`src/rtl/mppd_pkg.sv`:
```
package mppd_pkg;

   localparam int POS_W      = 24;
   localparam int SEP_W      = POS_W + 1;
   localparam int AXIS_W     = 18;
   localparam int RATIO_W    = 20;
   localparam int OPW        = POS_W + 6;
   localparam int PROD_W     = 2 * OPW;
   localparam int PERP_W     = 2 * OPW;
   localparam int RP_W       = RATIO_W + OPW;
   localparam int RPL_W      = 24;
   localparam int RPH_W      = RP_W - RPL_W;
   localparam int ACC_W      = 2 * RP_W + 2;
   localparam int FRAC_W     = 16;
   localparam int BEST_W     = 64;
   localparam int DIST_W     = 24;
   localparam int SQ_W       = 2 * DIST_W;
   localparam int BIT_W      = 5;
   localparam int STEP_W     = 5;
   localparam int NSTEPS     = 20;
   localparam int CSR_IDX_W  = 3;
   localparam int CSR_DATA_W = 24;
   localparam int REQ_DATA_W = ((3 * POS_W + 7) / 8) * 8;
   localparam int RSP_DATA_W = ((DIST_W + 7) / 8) * 8;

   localparam logic [POS_W-1:0]   START_RST    = '0;
   localparam logic [AXIS_W-1:0]  AXIS_X_RST   = '0;
   localparam logic [AXIS_W-1:0]  AXIS_Y_RST   = '0;
   localparam logic [AXIS_W-1:0]  AXIS_Z_RST   = AXIS_W'(65536);
   localparam logic [RATIO_W-1:0] RATIO_RST    = RATIO_W'(58982);

   typedef enum logic [CSR_IDX_W-1:0] {
      REG_START_X   = 3'd0,
      REG_START_Y   = 3'd1,
      REG_START_Z   = 3'd2,
      REG_AXIS_X    = 3'd3,
      REG_AXIS_Y    = 3'd4,
      REG_AXIS_Z    = 3'd5,
      REG_MAX_RATIO = 3'd6
   } reg_idx_type;

   typedef enum logic [3:0] {
      A_NONE, A_SX, A_SY, A_SZ, A_CX, A_CY, A_CZ, A_P, A_RPH, A_RPL
   } a_sel_type;

   typedef enum logic [3:0] {
      B_NONE, B_AX, B_AY, B_AZ, B_CX, B_CY, B_CZ, B_RATIO, B_RPH, B_RPL
   } b_sel_type;

   typedef enum logic [2:0] {
      ACC_NOP, ACC_LOAD, ACC_ADD, ACC_SUB, ACC_ADD24, ACC_ADD48
   } acc_op_type;

   typedef enum logic [2:0] {
      ST_NONE, ST_CX, ST_CY, ST_CZ, ST_P, ST_PERP, ST_RP, ST_UPD
   } store_type;

   typedef struct packed {
      a_sel_type  a;
      b_sel_type  b;
      acc_op_type op;
      store_type  st;
   } step_type;

   typedef struct packed {
      logic             load_hit;
      step_type         step;
      logic             sqrt_clr;
      logic             sqrt_step;
      logic [BIT_W-1:0] bit_idx;
      logic             out_load;
   } dp_cmd_type;

   typedef enum logic [2:0] {
      S_IDLE, S_MAC, S_FIN, S_SQRT, S_OUT
   } state_type;

   localparam step_type STEP_NOP = '{a: A_NONE, b: B_NONE, op: ACC_NOP, st: ST_NONE};

   // multiply schedule: op and store act in the cycle after the multiply
   function automatic step_type step_cmd(input logic [STEP_W-1:0] k);
      step_type s;
      s = STEP_NOP;
      case (k)
         5'd0:  s = '{a: A_SZ,  b: B_AY,    op: ACC_LOAD,  st: ST_NONE};
         5'd1:  s = '{a: A_SY,  b: B_AZ,    op: ACC_SUB,   st: ST_NONE};
         5'd2:  s = '{a: A_SX,  b: B_AZ,    op: ACC_LOAD,  st: ST_CX};
         5'd3:  s = '{a: A_SZ,  b: B_AX,    op: ACC_SUB,   st: ST_NONE};
         5'd4:  s = '{a: A_SY,  b: B_AX,    op: ACC_LOAD,  st: ST_CY};
         5'd5:  s = '{a: A_SX,  b: B_AY,    op: ACC_SUB,   st: ST_NONE};
         5'd6:  s = '{a: A_SX,  b: B_AX,    op: ACC_LOAD,  st: ST_CZ};
         5'd7:  s = '{a: A_SY,  b: B_AY,    op: ACC_ADD,   st: ST_NONE};
         5'd8:  s = '{a: A_SZ,  b: B_AZ,    op: ACC_ADD,   st: ST_NONE};
         5'd9:  s = '{a: A_CX,  b: B_CX,    op: ACC_LOAD,  st: ST_P};
         5'd10: s = '{a: A_CY,  b: B_CY,    op: ACC_ADD,   st: ST_NONE};
         5'd11: s = '{a: A_CZ,  b: B_CZ,    op: ACC_ADD,   st: ST_NONE};
         5'd12: s = '{a: A_P,   b: B_RATIO, op: ACC_LOAD,  st: ST_PERP};
         5'd13: s = '{a: A_NONE, b: B_NONE, op: ACC_NOP,   st: ST_RP};
         // rp lands in its register at the end of this cycle
         5'd14: s = '{a: A_NONE, b: B_NONE, op: ACC_NOP,   st: ST_NONE};
         5'd15: s = '{a: A_RPL, b: B_RPL,   op: ACC_LOAD,  st: ST_NONE};
         5'd16: s = '{a: A_RPH, b: B_RPL,   op: ACC_ADD24, st: ST_NONE};
         5'd17: s = '{a: A_RPH, b: B_RPL,   op: ACC_ADD24, st: ST_NONE};
         5'd18: s = '{a: A_RPH, b: B_RPH,   op: ACC_ADD48, st: ST_NONE};
         5'd19: s = '{a: A_NONE, b: B_NONE, op: ACC_NOP,   st: ST_UPD};
         default: s = STEP_NOP;
      endcase
      return s;
   endfunction

endpackage

```
`src/rtl/mppd_ctrl.sv`:
```
module mppd_ctrl (
   input  logic                  clock,
   input  logic                  reset,
   input  logic                  req_tvalid,
   output logic                  req_tready,
   input  logic                  req_tlast,
   output logic                  rsp_tvalid,
   input  logic                  rsp_tready,
   output mppd_pkg::dp_cmd_type  cmd
);
   import mppd_pkg::*;

   state_type         state_ff, state_in;
   logic [STEP_W-1:0] step_ff, step_in;
   logic [BIT_W-1:0]  bit_ff, bit_in;
   logic              last_ff, last_in;
   logic              rsp_valid_ff, rsp_valid_in;
   logic              out_free;

   assign out_free = !rsp_valid_ff || rsp_tready;

   always_comb begin
      state_in = state_ff;
      step_in  = step_ff;
      bit_in   = bit_ff;
      last_in  = last_ff;
      case (state_ff)
         S_IDLE: begin
            if (req_tvalid) begin
               state_in = S_MAC;
               step_in  = '0;
               last_in  = req_tlast;
            end
         end
         S_MAC: begin
            step_in = step_ff + 1'b1;
            if (step_ff == STEP_W'(NSTEPS - 1)) begin
               state_in = S_FIN;
            end
         end
         S_FIN: begin
            bit_in   = BIT_W'(DIST_W - 1);
            state_in = last_ff ? S_SQRT : S_IDLE;
         end
         S_SQRT: begin
            bit_in = bit_ff - 1'b1;
            if (bit_ff == '0) begin
               state_in = S_OUT;
            end
         end
         S_OUT: begin
            if (out_free) begin
               state_in = S_IDLE;
            end
         end
         default: state_in = S_IDLE;
      endcase
   end

   always_comb begin
      req_tready    = 1'b0;
      cmd           = '0;
      cmd.step      = STEP_NOP;
      cmd.bit_idx   = bit_ff;
      case (state_ff)
         S_IDLE: begin
            req_tready   = 1'b1;
            cmd.load_hit = req_tvalid;
         end
         S_MAC:  cmd.step      = step_cmd(step_ff);
         S_FIN:  cmd.sqrt_clr  = last_ff;
         S_SQRT: cmd.sqrt_step = 1'b1;
         S_OUT:  cmd.out_load  = out_free;
         default: ;
      endcase
   end

   always_comb begin
      rsp_valid_in = rsp_valid_ff && !rsp_tready;
      if (cmd.out_load) begin
         rsp_valid_in = 1'b1;
      end
   end

   always_ff @(posedge clock) begin
      if (reset) begin
         state_ff     <= S_IDLE;
         rsp_valid_ff <= 1'b0;
      end else begin
         state_ff     <= state_in;
         rsp_valid_ff <= rsp_valid_in;
      end
   end

   always_ff @(posedge clock) begin
      step_ff <= step_in;
      bit_ff  <= bit_in;
      last_ff <= last_in;
   end

   assign rsp_tvalid = rsp_valid_ff;

endmodule

```
`config.mk`:
```
export PLATFORM = sky130hd
export DESIGN_NAME = mppd_ctrl
export DESIGN_NICKNAME = d
export VERILOG_FILES = /design/src/rtl/mppd_pkg.sv /design/src/rtl/mppd_ctrl.sv
export SDC_FILE = /design/constraint.sdc
export NUM_CORES = 1
export LEC_CHECK = 0
export BUFFER_PORTS_ARGS = -buffer_cell sky130_fd_sc_hd__buf_2
export CAP_MARGIN = 40
export CORE_UTILIZATION = 35
export CTS_CLUSTER_SIZE = 14
export DETAILED_ROUTE_END_ITERATION = 10
export PLACE_DENSITY_LB_ADDON = 0.2
export SLEW_MARGIN = 40
export SYNTH_ARGS = -nofsm -noshare
export SYNTH_HDL_FRONTEND = slang
export SYNTH_SLANG_ARGS = --single-unit
```
`constraint.sdc`:
```
create_clock -name clock -period 2 [get_ports clock]
set_input_delay 0.5 -clock clock [delete_from_list [all_inputs] [get_ports clock]]
set_output_delay 0.5 -clock clock [all_outputs]
set_load 0.01 [all_outputs]
```
==> impl_metrics.toml <==
[synthesis]
yosys_warnings = 0
yosysSeqAreaShare_pct = 40.8
avgSynthCellArea_sq_um = 9.21
postSynth.asyncResetShare_pct = 0
ys.flop_type = "dfxtp_1"
synth_most_common_cell = "nor2_1"
synth_xor_area_share_pct = 3.30
yosys.area_share.simple_pct = 26.6
synth_edf_count = 11
synth_compound_area_share_pct = 14.2
synth.top_cells.by_count = "nor2_1 (19), a21oi_1 (16), dfxtp_1 (16), and2_1 (15)"
synth_nets = 188
synth_top_area_share_pct = 20.7
muxShareOfSynthArea_pct = 0.628
synth_top_area_cell = "edfxtp_1"
synth.top_cells.by_area = "edfxtp_1 (21%), dfxtp_1 (20%), ha_1 (7.9%)"
synth_top_family_by_area = "simple AND/OR/NAND/NOR gates"
synth_cell_type_count = 41
synth-adder-area-share_pct = 7.86
ys_ff_latch = 27
syn-cell-area_sq_um = 1590
postSynthCellCount = 173

[setup_path]
path_class = "reg -> out"
crit_slowest_cell = "dfxtp_2"
worstSetupEndpointType = "output pin"
r2r_cells = 9
max_stage_delay_ns = 0.35
cp.arrival_ns = 1.46
cp_max_fo = 7
cp_top_family = "simple AND/OR/NAND/NOR gates"
path_buf_inv = 3
startpoint = "state_ff[2]"
cp-start-kind = "register"
required_ns = 1.50
cp_common_cell = "buf_6"
path_depth = 5
rrSetupSlack_ns = 0.08
cp-endpoint = "cmd[20]"
crit_chain = "buf_6 > nor3b_4 > buf_6 > and2_4 > buf_6"
reg2reg_from = "state_ff[2]"

[floorplan]
start_util_pct = 36.6
row_count = 24
core_area_sq_um = 4350
dieHeight_um = 69.5
die-area_sq_um = 4820
ios = 30
fp.dieW_um = 69.5

[sta]
hold_viol = 0
fin_crit_ns = 1.96
setup_tns_ns = 0
finClkSkew_ns = 0.00179
hold_slack_ns = 0.399
post-route-period-util_pct = 97.9
max_freq_ghz = 0.511
maxSlewHeadroom_pct = 69.1
worst_pin_slew_ns = 0.462
final_max_slew_viol_count = 0
rsz0062_at_grt = "true"
setup_viol = 0

[run]
maxCapViolations = 0

[power_and_ir_drop]
p_switching_mw = 0.444
p_comb_share_pct = 34.1
p_leak_nw = 0.988
power.share.clock_pct = 21.0
vdd_drop_max_mv = 0.412
p_int_mw = 1.05
swShare_pct = 29.8
powerDensity_nw_per_um2 = 676
finalPower_mw = 1.49
pwr-share-seq_pct = 44.9

[clock_network]
cts_hold_buf = 0
clk_latency_ns = 0.27
cts_buffers = 3
cts_tree = "built"
htreeDepth = 1
root_buffer = "clkbuf_8"
clockBufferDepth = 2
cts.sinks = 27
clk_pin_slew_ns = 0.09

[placement]
routabilityCongestion = 0.918
dp_cells = 271
port_buffers = 29
dp_hpwl_mm = 2.61

[route]
wire_per_inst_um = 12.7
drtPass1Iterations = 4
antenna_left = 0
routed-via-count = 1370
drc = 0
vias_per_cell = 4.88
drt_iter0_drc = 74
finalWirelength_mm = 3.56

[hold_path]
hp-class = "in -> reg"

[finish]
drive_gt1_share_pct = 42.8
antenna_cells = 0
fin_nets = 245
final_cells = 281
syn2layout_area_growth_pct = 38.3
fin_util_pct = 50.6

[grt]
overflow = 0
grt_max_degree = 15
antenna_found_initial = 0
grt_pass1_vias = 1323
grt_pass1_wl_mm = 5.94
grt_usage_pct = 15.2

[run_status]
status = "finished, final reports clean"
## worst reg2reg max path, delay by kind of cell (launching register included)
family | cells | cell delay [ns]
adder cells (fa/ha/maj) | 1 | 0.20
AO/OA/AOI/OAI | 2 | 0.23
buffers and inverters | 2 | 0.29
AND/OR/NAND/NOR | 4 | 0.75
flip-flops | 1 | 0.35
## cell usage in the layout, fill, tap and decap left out, drive strengths merged, types with 3 or more instances in the layout
cell type   n
buf        64
nor2       21
dfxtp      16
a21oi      16
and2       15
edfxtp     11
nand2      11
ha         10
nor3        9
inv         7
nand2b      4
o21ai       4
clkbuf      4
nor2b       3
xnor2       3
xor2        3
and3        3
a211oi      3
## per-stage QoR
step | area [sq um] | setup WS [ns]
floorplan | 1610 | 0.0116
global placement | 1960 | -0.0644
detailed placement | 1960 | -0.0935
CTS | 2050 | 0.00467
global route | 2200 | -0.0218
finish | 2200 | 0.0416
## metal layers
metal  wire length (um)  global-route usage [%]
met1               1740                    19.9
met5                  0                       0
met3                 90                    2.76
met4                 47                    5.44
met2               1680                    25.0
## power groups by stage
stage                     combinational (mW)  sequential, mW  clock, mW
after floorplan                        0.280           0.673          0
after global placement                 0.432           0.675          0
after detailed placement               0.432           0.679          0
after CTS                              0.451           0.667      0.323
after global routing                   0.560           0.679      0.354
final                                  0.508           0.670      0.312
## area by class of cell
class	count	area [sq um]
fill	401	2150
multi-input combinational	127	916
sequential	27	656
timing repair buffer	64	495
tap	52	65.1
clock buffer	4	45.0
inverter	7	26.3
## repair_timing
| item | 4_1_cts | 5_1_grt |
|---|---|---|
| cloned | 1 | 0 |
| gates resized for setup | 9 | 31 |
| endpoints found under the setup margin | 14 | 22 |
| setup buffers | 2 | 3 |
| pin swaps | 1 | 9 |
## logic make-up (layout without fill, tap and decap cells)
kind of cell               Yosys count  after routing
and+or+nand+nor                     76             76
AOI/OAI and AO/OA                   34             34
DFF                                 27             27
buffers and inverters               19             75
adders and majority gates           10             10
xor gates and xnor gates             6              6
muxes                                1              1
## how the worst min path moves through the flow
stage,start,end,slack (ns),depth (start not counted)
finish,req_tlast,last_ff,0.40,1
global route,req_tlast,last_ff,0.39,1
CTS,req_tlast,last_ff,0.40,1
detailed placement,bit_ff[0],bit_ff[0],0.60,1
global placement,bit_ff[0],bit_ff[0],0.59,1
floorplan,reset,state_ff[1],0.57,1
(Power assumes the default switching activity.)
